$ cat src/rtl/speq_pkg.sv
// shared types, sizes and codes for the strict priority event queue
package speq_pkg;

   // sizes
   localparam int DEVICES      = 16;
   localparam int SENSOR_SLOTS = 32;
   localparam int QUEUE_DEPTH  = 16;
   localparam int LEVELS       = 3;

   localparam int MASK_W      = 16;
   localparam int KIND_W      = 2;
   localparam int DEV_W       = 4;
   localparam int SEN_W       = 8;
   localparam int PRI_W       = 2;
   localparam int TAG_W       = 8;
   localparam int STATUS_W    = 3;
   localparam int LEVEL_W     = 2;
   localparam int DEV_IDX_W   = $clog2(DEVICES);
   localparam int SLOT_W      = $clog2(SENSOR_SLOTS);
   localparam int PTR_W       = $clog2(QUEUE_DEPTH);
   localparam int CNT_W       = $clog2(QUEUE_DEPTH + 1);
   localparam int EVQ_ENTRIES = LEVELS * QUEUE_DEPTH;
   localparam int EVQ_ADDR_W  = $clog2(EVQ_ENTRIES);

   // item kinds
   localparam logic [KIND_W-1:0] KIND_ADD_SENSOR = 2'd0;
   localparam logic [KIND_W-1:0] KIND_REM_SENSOR = 2'd1;
   localparam logic [KIND_W-1:0] KIND_ADD_EVENT  = 2'd2;
   localparam logic [KIND_W-1:0] KIND_EXECUTE    = 2'd3;

   // result status codes
   localparam logic [STATUS_W-1:0] STATUS_OK         = 3'd0;
   localparam logic [STATUS_W-1:0] STATUS_NO_DEVICE  = 3'd1;
   localparam logic [STATUS_W-1:0] STATUS_NO_SENSOR  = 3'd2;
   localparam logic [STATUS_W-1:0] STATUS_TABLE_FULL = 3'd3;
   localparam logic [STATUS_W-1:0] STATUS_QUEUE_FULL = 3'd4;
   localparam logic [STATUS_W-1:0] STATUS_EMPTY      = 3'd5;

   // priority levels
   localparam logic [LEVEL_W-1:0] LEVEL_HIGH   = 2'd0;
   localparam logic [LEVEL_W-1:0] LEVEL_MEDIUM = 2'd1;
   localparam logic [LEVEL_W-1:0] LEVEL_LOW    = 2'd2;

   typedef struct packed {
      logic [KIND_W-1:0] kind;
      logic [DEV_W-1:0]  device_id;
      logic [SEN_W-1:0]  sensor_id;
      logic [PRI_W-1:0]  priority_req;
      logic [TAG_W-1:0]  event_tag;
   } req_type;

   typedef struct packed {
      logic [STATUS_W-1:0] status;
      logic [DEV_W-1:0]    out_device;
      logic [SEN_W-1:0]    out_sensor;
      logic [TAG_W-1:0]    out_tag;
      logic [LEVEL_W-1:0]  served_level;
      logic                device_now_on;
   } rsp_type;

   // work handed from the front end to the back end
   typedef enum logic [1:0] {
      OP_DONE,
      OP_ENQUEUE,
      OP_EXECUTE
   } cmd_op_type;

   typedef struct packed {
      cmd_op_type          op;
      logic [STATUS_W-1:0] status;
      logic [DEV_W-1:0]    dev;
      logic [SEN_W-1:0]    sen;
      logic [TAG_W-1:0]    tag;
      logic [LEVEL_W-1:0]  level;
   } cmd_type;

   typedef struct packed {
      logic [DEV_W-1:0] dev;
      logic [SEN_W-1:0] sen;
      logic [TAG_W-1:0] tag;
   } evq_entry_type;

endpackage

$ cat src/rtl/speq_front.sv
// front end: device check, sensor table and command queue toward the back end
module speq_front (
   input  logic                          clock,
   input  logic                          reset,
   input  logic                          req_push,
   output logic                          req_full,
   input  speq_pkg::req_type             req_data,
   input  logic [speq_pkg::MASK_W-1:0]   device_mask,
   output logic                          cmd_valid,
   output speq_pkg::cmd_type             cmd_data,
   input  logic                          cmd_pop
);
   import speq_pkg::*;

   localparam int CMDQ_DEPTH = 2;
   localparam int CMDQ_PTR_W = $clog2(CMDQ_DEPTH);
   localparam int CMDQ_CNT_W = $clog2(CMDQ_DEPTH + 1);

   // sensor table
   logic [SENSOR_SLOTS-1:0] slot_valid_ff, slot_valid_in;
   logic [DEV_W-1:0]        slot_owner_ff  [SENSOR_SLOTS];
   logic [SEN_W-1:0]        slot_sensor_ff [SENSOR_SLOTS];
   logic                    slot_wr;

   // command queue
   cmd_type               cmdq_mem [CMDQ_DEPTH];
   logic [CMDQ_PTR_W-1:0] wr_ptr_ff, wr_ptr_in, rd_ptr_ff, rd_ptr_in;
   logic [CMDQ_CNT_W-1:0] count_ff, count_in;

   logic              accept;
   logic              dev_exists;
   logic              match_found, free_found;
   logic [SLOT_W-1:0] match_idx, free_idx;
   cmd_type           cmd_new;

   assign req_full  = (count_ff == CMDQ_CNT_W'(CMDQ_DEPTH));
   assign accept    = req_push && !req_full;
   assign cmd_valid = (count_ff != '0);
   assign cmd_data  = cmdq_mem[rd_ptr_ff];

   assign dev_exists = (32'(req_data.device_id) < DEVICES) && device_mask[req_data.device_id];

   // lowest matching and lowest free slot
   always_comb begin
      match_found = 1'b0;
      match_idx   = '0;
      free_found  = 1'b0;
      free_idx    = '0;
      for (int i = SENSOR_SLOTS - 1; i >= 0; i--) begin
         if (slot_valid_ff[i] && slot_owner_ff[i] == req_data.device_id &&
             slot_sensor_ff[i] == req_data.sensor_id) begin
            match_found = 1'b1;
            match_idx   = SLOT_W'(i);
         end
         if (!slot_valid_ff[i]) begin
            free_found = 1'b1;
            free_idx   = SLOT_W'(i);
         end
      end
   end

   always_comb begin
      slot_valid_in  = slot_valid_ff;
      slot_wr        = 1'b0;
      cmd_new.op     = OP_DONE;
      cmd_new.status = STATUS_OK;
      cmd_new.dev    = req_data.device_id;
      cmd_new.sen    = req_data.sensor_id;
      cmd_new.tag    = req_data.event_tag;
      // priority code 3 folds into the low queue
      cmd_new.level  = (req_data.priority_req > PRI_W'(LEVEL_LOW)) ?
                       LEVEL_LOW : LEVEL_W'(req_data.priority_req);
      unique case (req_data.kind)
         KIND_ADD_SENSOR: begin
            if (!dev_exists) begin
               cmd_new.status = STATUS_NO_DEVICE;
            end else if (!free_found) begin
               cmd_new.status = STATUS_TABLE_FULL;
            end else if (accept) begin
               slot_valid_in[free_idx] = 1'b1;
               slot_wr                 = 1'b1;
            end
         end
         KIND_REM_SENSOR: begin
            if (!dev_exists) begin
               cmd_new.status = STATUS_NO_DEVICE;
            end else if (!match_found) begin
               cmd_new.status = STATUS_NO_SENSOR;
            end else if (accept) begin
               slot_valid_in[match_idx] = 1'b0;
            end
         end
         KIND_ADD_EVENT: begin
            if (!dev_exists) begin
               cmd_new.status = STATUS_NO_DEVICE;
            end else if (!match_found) begin
               cmd_new.status = STATUS_NO_SENSOR;
            end else begin
               cmd_new.op = OP_ENQUEUE;
            end
         end
         KIND_EXECUTE: begin
            cmd_new.op = OP_EXECUTE;
         end
         default: begin
            cmd_new.op = OP_DONE;
         end
      endcase
   end

   always_comb begin
      wr_ptr_in = accept  ? wr_ptr_ff + 1'b1 : wr_ptr_ff;
      rd_ptr_in = cmd_pop ? rd_ptr_ff + 1'b1 : rd_ptr_ff;
      count_in  = count_ff + CMDQ_CNT_W'(accept) - CMDQ_CNT_W'(cmd_pop);
   end

   always_ff @(posedge clock) begin
      if (reset) begin
         slot_valid_ff <= '0;
         wr_ptr_ff     <= '0;
         rd_ptr_ff     <= '0;
         count_ff      <= '0;
      end else begin
         slot_valid_ff <= slot_valid_in;
         wr_ptr_ff     <= wr_ptr_in;
         rd_ptr_ff     <= rd_ptr_in;
         count_ff      <= count_in;
      end
   end

   always_ff @(posedge clock) begin
      if (slot_wr) begin
         slot_owner_ff[free_idx]  <= req_data.device_id;
         slot_sensor_ff[free_idx] <= req_data.sensor_id;
      end
      if (accept) begin
         cmdq_mem[wr_ptr_ff] <= cmd_new;
      end
   end

endmodule

$ cat src/rtl/speq_back.sv
// back end: three priority event queues, device on/off bits and result queue
module speq_back (
   input  logic               clock,
   input  logic               reset,
   input  logic               cmd_valid,
   input  speq_pkg::cmd_type  cmd_data,
   output logic               cmd_pop,
   output logic               rsp_empty,
   output speq_pkg::rsp_type  rsp_data,
   input  logic               rsp_pop
);
   import speq_pkg::*;

   localparam int RSPQ_DEPTH = 2;
   localparam int RSPQ_PTR_W = $clog2(RSPQ_DEPTH);
   localparam int RSPQ_CNT_W = $clog2(RSPQ_DEPTH + 1);

   typedef enum logic {
      S_IDLE,
      S_READ
   } state_type;

   state_type state_ff, state_in;

   // queue bookkeeping
   logic [PTR_W-1:0]   heads_ff  [LEVELS];
   logic [PTR_W-1:0]   tails_ff  [LEVELS];
   logic [CNT_W-1:0]   counts_ff [LEVELS];
   logic [DEVICES-1:0] device_on_ff;

   // event storage, one region per level
   evq_entry_type       evq_mem [EVQ_ENTRIES];
   evq_entry_type       rd_entry_ff;
   logic [LEVEL_W-1:0]  rd_level_ff;

   // result queue
   rsp_type               rspq_mem [RSPQ_DEPTH];
   logic [RSPQ_PTR_W-1:0] wr_ptr_ff, wr_ptr_in, rd_ptr_ff, rd_ptr_in;
   logic [RSPQ_CNT_W-1:0] count_ff, count_in;

   logic                  take;
   logic                  enq_en, deq_en, tog_en, rsp_push;
   logic                  exec_any;
   logic [LEVEL_W-1:0]    exec_lvl, enq_lvl;
   logic [EVQ_ADDR_W-1:0] rd_addr, wr_addr;
   logic [DEV_IDX_W-1:0]  tog_idx;
   logic                  dev_in_range, now_on;
   evq_entry_type         wr_entry;
   rsp_type               rsp_new;

   function automatic logic [PTR_W-1:0] bump(input logic [PTR_W-1:0] ptr);
      return (ptr == PTR_W'(QUEUE_DEPTH - 1)) ? '0 : ptr + 1'b1;
   endfunction

   function automatic logic [EVQ_ADDR_W-1:0] evq_addr(input logic [LEVEL_W-1:0] lvl,
                                                      input logic [PTR_W-1:0]   ptr);
      return EVQ_ADDR_W'(lvl) * EVQ_ADDR_W'(QUEUE_DEPTH) + EVQ_ADDR_W'(ptr);
   endfunction

   assign rsp_empty = (count_ff == '0);
   assign rsp_data  = rspq_mem[rd_ptr_ff];

   // highest non-empty level
   always_comb begin
      exec_any = 1'b1;
      priority if (counts_ff[LEVEL_HIGH] != '0) begin
         exec_lvl = LEVEL_HIGH;
      end else if (counts_ff[LEVEL_MEDIUM] != '0) begin
         exec_lvl = LEVEL_MEDIUM;
      end else if (counts_ff[LEVEL_LOW] != '0) begin
         exec_lvl = LEVEL_LOW;
      end else begin
         exec_lvl = LEVEL_HIGH;
         exec_any = 1'b0;
      end
   end

   assign enq_lvl  = cmd_data.level;
   assign rd_addr  = evq_addr(exec_lvl, heads_ff[exec_lvl]);
   assign wr_addr  = evq_addr(enq_lvl, tails_ff[enq_lvl]);
   assign wr_entry = '{dev: cmd_data.dev, sen: cmd_data.sen, tag: cmd_data.tag};

   assign tog_idx      = DEV_IDX_W'(rd_entry_ff.dev);
   assign dev_in_range = (32'(rd_entry_ff.dev) < DEVICES);
   assign now_on       = dev_in_range && !device_on_ff[tog_idx];

   assign take = (state_ff == S_IDLE) && cmd_valid && (count_ff < RSPQ_CNT_W'(RSPQ_DEPTH));

   always_comb begin
      state_in = state_ff;
      cmd_pop  = 1'b0;
      enq_en   = 1'b0;
      deq_en   = 1'b0;
      tog_en   = 1'b0;
      rsp_push = 1'b0;
      rsp_new  = '0;
      unique case (state_ff)
         S_IDLE: begin
            if (take) begin
               cmd_pop = 1'b1;
               unique case (cmd_data.op)
                  OP_DONE: begin
                     rsp_push       = 1'b1;
                     rsp_new.status = cmd_data.status;
                  end
                  OP_ENQUEUE: begin
                     rsp_push = 1'b1;
                     if (counts_ff[enq_lvl] >= CNT_W'(QUEUE_DEPTH)) begin
                        rsp_new.status = STATUS_QUEUE_FULL;
                     end else begin
                        enq_en         = 1'b1;
                        rsp_new.status = STATUS_OK;
                     end
                  end
                  OP_EXECUTE: begin
                     if (exec_any) begin
                        deq_en   = 1'b1;
                        state_in = S_READ;
                     end else begin
                        rsp_push       = 1'b1;
                        rsp_new.status = STATUS_EMPTY;
                     end
                  end
                  default: begin
                     rsp_push       = 1'b1;
                     rsp_new.status = cmd_data.status;
                  end
               endcase
            end
         end
         S_READ: begin
            // event word is back from storage
            tog_en                = dev_in_range;
            rsp_push              = 1'b1;
            rsp_new.status        = STATUS_OK;
            rsp_new.out_device    = rd_entry_ff.dev;
            rsp_new.out_sensor    = rd_entry_ff.sen;
            rsp_new.out_tag       = rd_entry_ff.tag;
            rsp_new.served_level  = rd_level_ff;
            rsp_new.device_now_on = now_on;
            state_in              = S_IDLE;
         end
         default: begin
            state_in = S_IDLE;
         end
      endcase
   end

   always_comb begin
      wr_ptr_in = rsp_push ? wr_ptr_ff + 1'b1 : wr_ptr_ff;
      rd_ptr_in = (rsp_pop && !rsp_empty) ? rd_ptr_ff + 1'b1 : rd_ptr_ff;
      count_in  = count_ff + RSPQ_CNT_W'(rsp_push) - RSPQ_CNT_W'(rsp_pop && !rsp_empty);
   end

   always_ff @(posedge clock) begin
      if (reset) begin
         state_ff     <= S_IDLE;
         heads_ff     <= '{default: '0};
         tails_ff     <= '{default: '0};
         counts_ff    <= '{default: '0};
         device_on_ff <= '0;
         wr_ptr_ff    <= '0;
         rd_ptr_ff    <= '0;
         count_ff     <= '0;
      end else begin
         state_ff  <= state_in;
         wr_ptr_ff <= wr_ptr_in;
         rd_ptr_ff <= rd_ptr_in;
         count_ff  <= count_in;
         if (enq_en) begin
            tails_ff[enq_lvl]  <= bump(tails_ff[enq_lvl]);
            counts_ff[enq_lvl] <= counts_ff[enq_lvl] + 1'b1;
         end
         if (deq_en) begin
            heads_ff[exec_lvl]  <= bump(heads_ff[exec_lvl]);
            counts_ff[exec_lvl] <= counts_ff[exec_lvl] - 1'b1;
         end
         if (tog_en) begin
            device_on_ff[tog_idx] <= now_on;
         end
      end
   end

   always_ff @(posedge clock) begin
      if (enq_en) begin
         evq_mem[wr_addr] <= wr_entry;
      end
      if (deq_en) begin
         rd_entry_ff <= evq_mem[rd_addr];
         rd_level_ff <= exec_lvl;
      end
      if (rsp_push) begin
         rspq_mem[wr_ptr_ff] <= rsp_new;
      end
   end

endmodule

$ cat src/rtl/strict_priority_event_queue.sv
// top level of the strict priority event queue: mask register, front end, back end
// path: a pushed word passes the command queue and then the result queue; an execute that
//   finds an event also passes the registered event store read, before the device bit toggles
// throughput: one word per cycle while the command queue is not full; an execute that finds
//   an event holds the back end in S_READ while the registered event store read comes back
// reset: synchronous; clears mask, sensor valid bits, queue pointers and counts, device bits
module strict_priority_event_queue (
   input  logic                         clock,
   input  logic                         reset,
   // request side
   input  logic                         req_push,
   output logic                         req_full,
   input  speq_pkg::req_type            req_data,
   // result side
   output logic                         rsp_empty,
   input  logic                         rsp_pop,
   output speq_pkg::rsp_type            rsp_data,
   // device present mask write
   input  logic                         csr_valid,
   output logic                         csr_ready,
   input  logic [speq_pkg::MASK_W-1:0]  csr_data
);
   import speq_pkg::*;

   // device present mask; the user must write it only while the block is quiet, the block itself does not enforce it
   logic [MASK_W-1:0] mask_ff, mask_in;

   // hand-off between front and back end
   logic    cmd_valid;
   logic    cmd_pop;
   cmd_type cmd_data;

   // mask writes are always taken
   assign csr_ready = 1'b1;
   assign mask_in   = (csr_valid && csr_ready) ? csr_data : mask_ff;

   always_ff @(posedge clock) begin
      if (reset) begin
         mask_ff <= '0;
      end else begin
         mask_ff <= mask_in;
      end
   end

   // front end settles sensor table work and sorts what the queues must do
   speq_front u_front (
      .clock       (clock),
      .reset       (reset),
      .req_push    (req_push),
      .req_full    (req_full),
      .req_data    (req_data),
      .device_mask (mask_ff),
      .cmd_valid   (cmd_valid),
      .cmd_data    (cmd_data),
      .cmd_pop     (cmd_pop)
   );

   // back end runs the priority queues and builds every result word
   speq_back u_back (
      .clock     (clock),
      .reset     (reset),
      .cmd_valid (cmd_valid),
      .cmd_data  (cmd_data),
      .cmd_pop   (cmd_pop),
      .rsp_empty (rsp_empty),
      .rsp_data  (rsp_data),
      .rsp_pop   (rsp_pop)
   );

   // back end only takes a command that the front end holds
   a_pop_needs_cmd: assert property (@(posedge clock) disable iff (reset)
      cmd_pop |-> cmd_valid)
      else $error("command popped from empty hand-off queue");

   // nothing is waiting on the result side right after reset
   a_reset_empty: assert property (@(posedge clock)
      reset |=> rsp_empty)
      else $error("result queue not empty after reset");

   // event fields stay zero unless the word reports success
   a_fields_zero: assert property (@(posedge clock) disable iff (reset)
      (!rsp_empty && rsp_data.status != STATUS_OK) |->
      (rsp_data.out_device == '0 && rsp_data.out_sensor == '0 && rsp_data.out_tag == '0 &&
       rsp_data.served_level == '0 && rsp_data.device_now_on == 1'b0))
      else $error("event fields set on a failed result");

endmodule
$ cat config.mk
export PLATFORM = sky130hd
export DESIGN_NAME = strict_priority_event_queue
export DESIGN_NICKNAME = d
export VERILOG_FILES = /design/src/rtl/speq_pkg.sv /design/src/rtl/speq_front.sv /design/src/rtl/speq_back.sv /design/src/rtl/strict_priority_event_queue.sv
export SDC_FILE = /design/constraint.sdc
export NUM_CORES = 2
export LEC_CHECK = 0
export ABC_AREA = 1
export BUFFER_PORTS_ARGS = -buffer_cell sky130_fd_sc_hd__buf_2
export CAP_MARGIN = 20
export CORE_ASPECT_RATIO = 1.1
export CORE_UTILIZATION = 57
export DETAILED_ROUTE_END_ITERATION = 12
export GPL_TIMING_DRIVEN = 0
export PLACE_DENSITY_LB_ADDON = 0.25
export SYNTH_ARGS = -nofsm -noshare
export SYNTH_HDL_FRONTEND = slang
export SYNTH_HIERARCHICAL = 1
export SYNTH_SLANG_ARGS = --single-unit
$ cat constraint.sdc
create_clock -name clock -period 4.05 [get_ports clock]
set_input_delay 0.6075 -clock clock [delete_from_list [all_inputs] [get_ports clock]]
set_output_delay 0.6075 -clock clock [all_outputs]
set_load 0.02 [all_outputs]
==> results.cfg <==
[sta]
fin_crit_ns = 4.01
tightest_slew_ns = 1.18
final.setup.tns_ns = 0
clock.fmax_mhz = 249
maxSlewHeadroom_pct = 21.1
clock_skew_ns = 0.0390
setup-violations-final = 0
finalMaxSlewViolations = 0
hold_viol_final = 0
fin_crit_sh_pct = 99.1

[logic_synthesis]
synth_top_family_by_area = simple AND/OR/NAND/NOR gates
synth_edf_count = 1470
netlist_area_um2 = 70700
ys_ff_latch = 1584
seq_area_frac_synth_pct = 65.7
synth_fp_nets = 6762
synthMuxAreaShare_pct = 0.828
avgSynthCellArea_um2 = 10.5
synth_top_cell_area_share_pct = 62.5
yosys-top-cells-area = edfxtp_1 (62%), nand3_1 (8.1%), nand2_1 (6.9%)
synth_top_area_cell = edfxtp_1
postSynth.asyncResetShare_pct = 0
synth_flop_cell = edfxtp_1
synthXorXnorAreaFrac_pct = 1.95
yosysUniqueCellTypes = 71
syn_inst = 6703
synth_compound_area_share_pct = 3.96
synth_adder_area_share_pct = 0.248
synth-simple-area-share_pct = 18.5
synth_warnings = 6

[finish]
finalInstanceArea_um2 = 81100
fillers = 9033
syn2layout_area_growth_pct = 14.8
final_common_cell = edfxtp_1
drive_gt1_share_pct = 12.6
mostFrequentLayoutCells = edfxtp_1 (1470), nand2_1 (1280), inv_1 (1160)
nets = 7144

[floorplanning]
die_y_um = 371
io_pins = 74
die_x_um = 338
start_util_pct = 57.4
core-area_um2 = 123000
die_area_um2 = 125000
rows = 135

[clock_tree]
cts_buffer_depth = 3
numCtsBuffers = 156
root_buffer = clkbuf_16
path_clk_slew_ns = 0.06
tritoncts = done
clkLatencyLatePin_ns = 0.81
htree_levels = 4
numClockSinks = 1584

[drt]
drt.antenna.violating_nets = 0
wire_per_inst_um = 24.5
routed_wl_um = 217000
via_per_inst = 5.86
drt_pass1_iterations = 6
post-route-drc-count = 0
vias = 52000
drt_first_iter_violations = 6373

[setup_path]
crit_type = flip-flop to flip-flop
crit_slowest_cell = clkbuf_1
cp_max_fo = 10
r2r-end = u_back/rd_entry_ff[15]
path_cells = nor2_1 -> nand2_2 -> nor2_8 -> nand2_2 -> nor2_8 -> nand2_2 -> nand2_2 -> clkbuf_1 -> nand2_1 -> nand3_1 -> nand3_1 -> nand3_1 -> nand2_1 -> nand2_1 -> nand3_1
r2r_cells = 15
crit_required_ns = 4.47
r2r_start = u_back/counts_ff[10]
r2r_setup_slack_ns = 0.04
arrival_ns = 4.43
startpoint_type = flip-flop
crit_path_end_kind = flip-flop
cp_slowest_stage_delay_ns = 0.68

[worst_hold_path]
min_path_cells = 1
hold_class = input pin to flip-flop
min_to = u_front/cmdq_mem[0][3]
min_from = req_data[1]

[power_and_ir_drop]
leakagePower_nw = 32.6
p_total_w = 0.0438
peakVddDrop_mv = 0.408
p_per_area_nw_per_um2 = 540

[placement]
io_buffers = 72
placed_area_um2 = 74400
dp_hpwl_um = 144000
routabilityCongestion = 1.02

[grt]
grt_overflow_total = 0
antenna_found_initial = 7
grt_pass1_vias = 48800
grt_max_degree = 49
track_usage_pct = 34.4
grt_pass1_wl_um = 309000

[run]
maxCapViolations = 0

[outcome]
status = finished clean
cells in the mapped netlist (all sizes together), types with 4 or more instances:
cell	n
nor2	328
o221ai	9
nor3b	4
inv	1186
buf	238
nand3b	22
a211oi	17
o21ai	169
edfxtp	1470
or2	14
a22oi	7
a221oi	24
o22ai	47
nand2	1304
o21bai	5
a22o	15
clkbuf	96
nand4	52
nor4	28
dfxtp	114
a31oi	22
o211ai	11
xor2	70
xnor2	87
ha	14
o2111ai	16
nand3	1153
mux2	52
a21oi	91
nor3	13
a2111oi	4
o2111a	5
critical path, delay by kind of cell, from the launching register on:
kind                   cells  cell delay (ns)
DFF                        1             0.34
and+or+nand+nor           14             2.57
buffers and inverters      1             0.68
per-layer routing:
metal  vias up  track usage, %  wire [µm]  share of wire [%]
li1      23300               -          -                  -
met1     24700            40.9      75600                 35
met2      3169            55.5     101000                 47
met3       840            6.21      21100                9.7
met4         4            27.0      19500                9.0
met5         -               0         23              0.011
worst max-delay path by stage:
| stage | startpoint | endpoint | slack [ns] | cells after the start |
|---|---|---|---|---|
| 2_1_floorplan | flip-flop | u_back/evq_mem[40][0] | 0.13 | 12 |
| 3_3_place_gp | flip-flop | u_back/evq_mem[11][15] | -2.40 | 12 |
| 3_5_place_dp | req_data[18] | u_front/slot_sensor_ff[28][2] | -1.53 | 11 |
| 4_1_cts | u_front/slot_valid_ff[30] | u_front/slot_sensor_ff[9][2] | -0.17 | 29 |
| 5_1_grt | u_front/slot_valid_ff[31] | u_front/slot_sensor_ff[24][5] | -0.03 | 30 |
| 6_report | u_back/counts_ff[10] | u_back/rd_entry_ff[15] | 0.04 | 15 |
state kept, by name, indices dropped and copies added (netlist names), named ones only:
signal                  count
u_back/heads_ff            12
u_front/slot_valid_ff      32
u_back/wr_ptr_ff            1
u_back/count_ff             2
u_back/evq_mem            960
u_front/count_ff            2
u_back/rd_ptr_ff            1
u_front/rd_ptr_ff           1
u_front/cmdq_mem           52
u_back/state_ff             1
u_back/tails_ff            12
u_back/rspq_mem            52
mask_ff                    16
u_front/slot_owner_ff     128
u_back/device_on_ff        16
u_front/wr_ptr_ff           1
u_back/tog_idx              4
u_back/rd_level_ff          2
u_back/counts_ff           15
u_front/slot_sensor_ff    256
u_back/rd_entry_ff         16
kinds of logic (layout without fill, tap and decap cells):
kind of cell             after synthesis  count (layout)
flip-flops                          1584            1584
AND/OR/NAND/NOR                     2921            2932
AO/OA/AOI/OAI                        451             451
other                                  2               8
XOR/XNOR                             157             157
multiplexers                          52              52
adder cells (fa/ha/maj)               14              14
buffers and inverters               1522            2018
area by class of cell:
| class | count | area [µm²] | area share [%] |
|---|---|---|---|
| plain buffers | 333 | 1830 | 2.26 |
| multi-input cells | 3608 | 18900 | 23.3 |
| clock inverters | 86 | 830 | 1.02 |
| flip-flops and latches | 1584 | 46400 | 57.2 |
| clock buffers | 197 | 4100 | 5.05 |
| well taps | 1644 | 2060 | 2.54 |
| diodes | 6 | 15.0 | 0.0185 |
| repair buffers | 214 | 2520 | 3.10 |
| inverters | 1188 | 4480 | 5.52 |
power breakdown:
part           internal, W  switching, W
Combinational      0.00253       0.00794
Sequential          0.0191      0.000121
Clock              0.00780       0.00627
metrics by stage:
step           cells  hold slack, ns  setup WS, ns  util (%)
2_1_floorplan   6703           0.426         0.125         -
3_3_place_gp    8419           0.439         -2.40      59.4
3_5_place_dp    8478           0.448         -1.53      60.4
4_1_cts         8808          0.0224        -0.167      65.2
5_1_grt         8855          0.0514       -0.0311      65.9
6_report        8860          0.0861        0.0352      65.9
timing repair:
action / CTS / global route
hold buffers: 0 / 0
pin swaps: 31 / 28
gates resized for setup: 113 / 88
endpoints found under the setup margin: 1385 / 1350
cloned: 11 / 0
buffers inserted: 37 / 43
No activity file was read; power rests on OpenSTA's default activity.
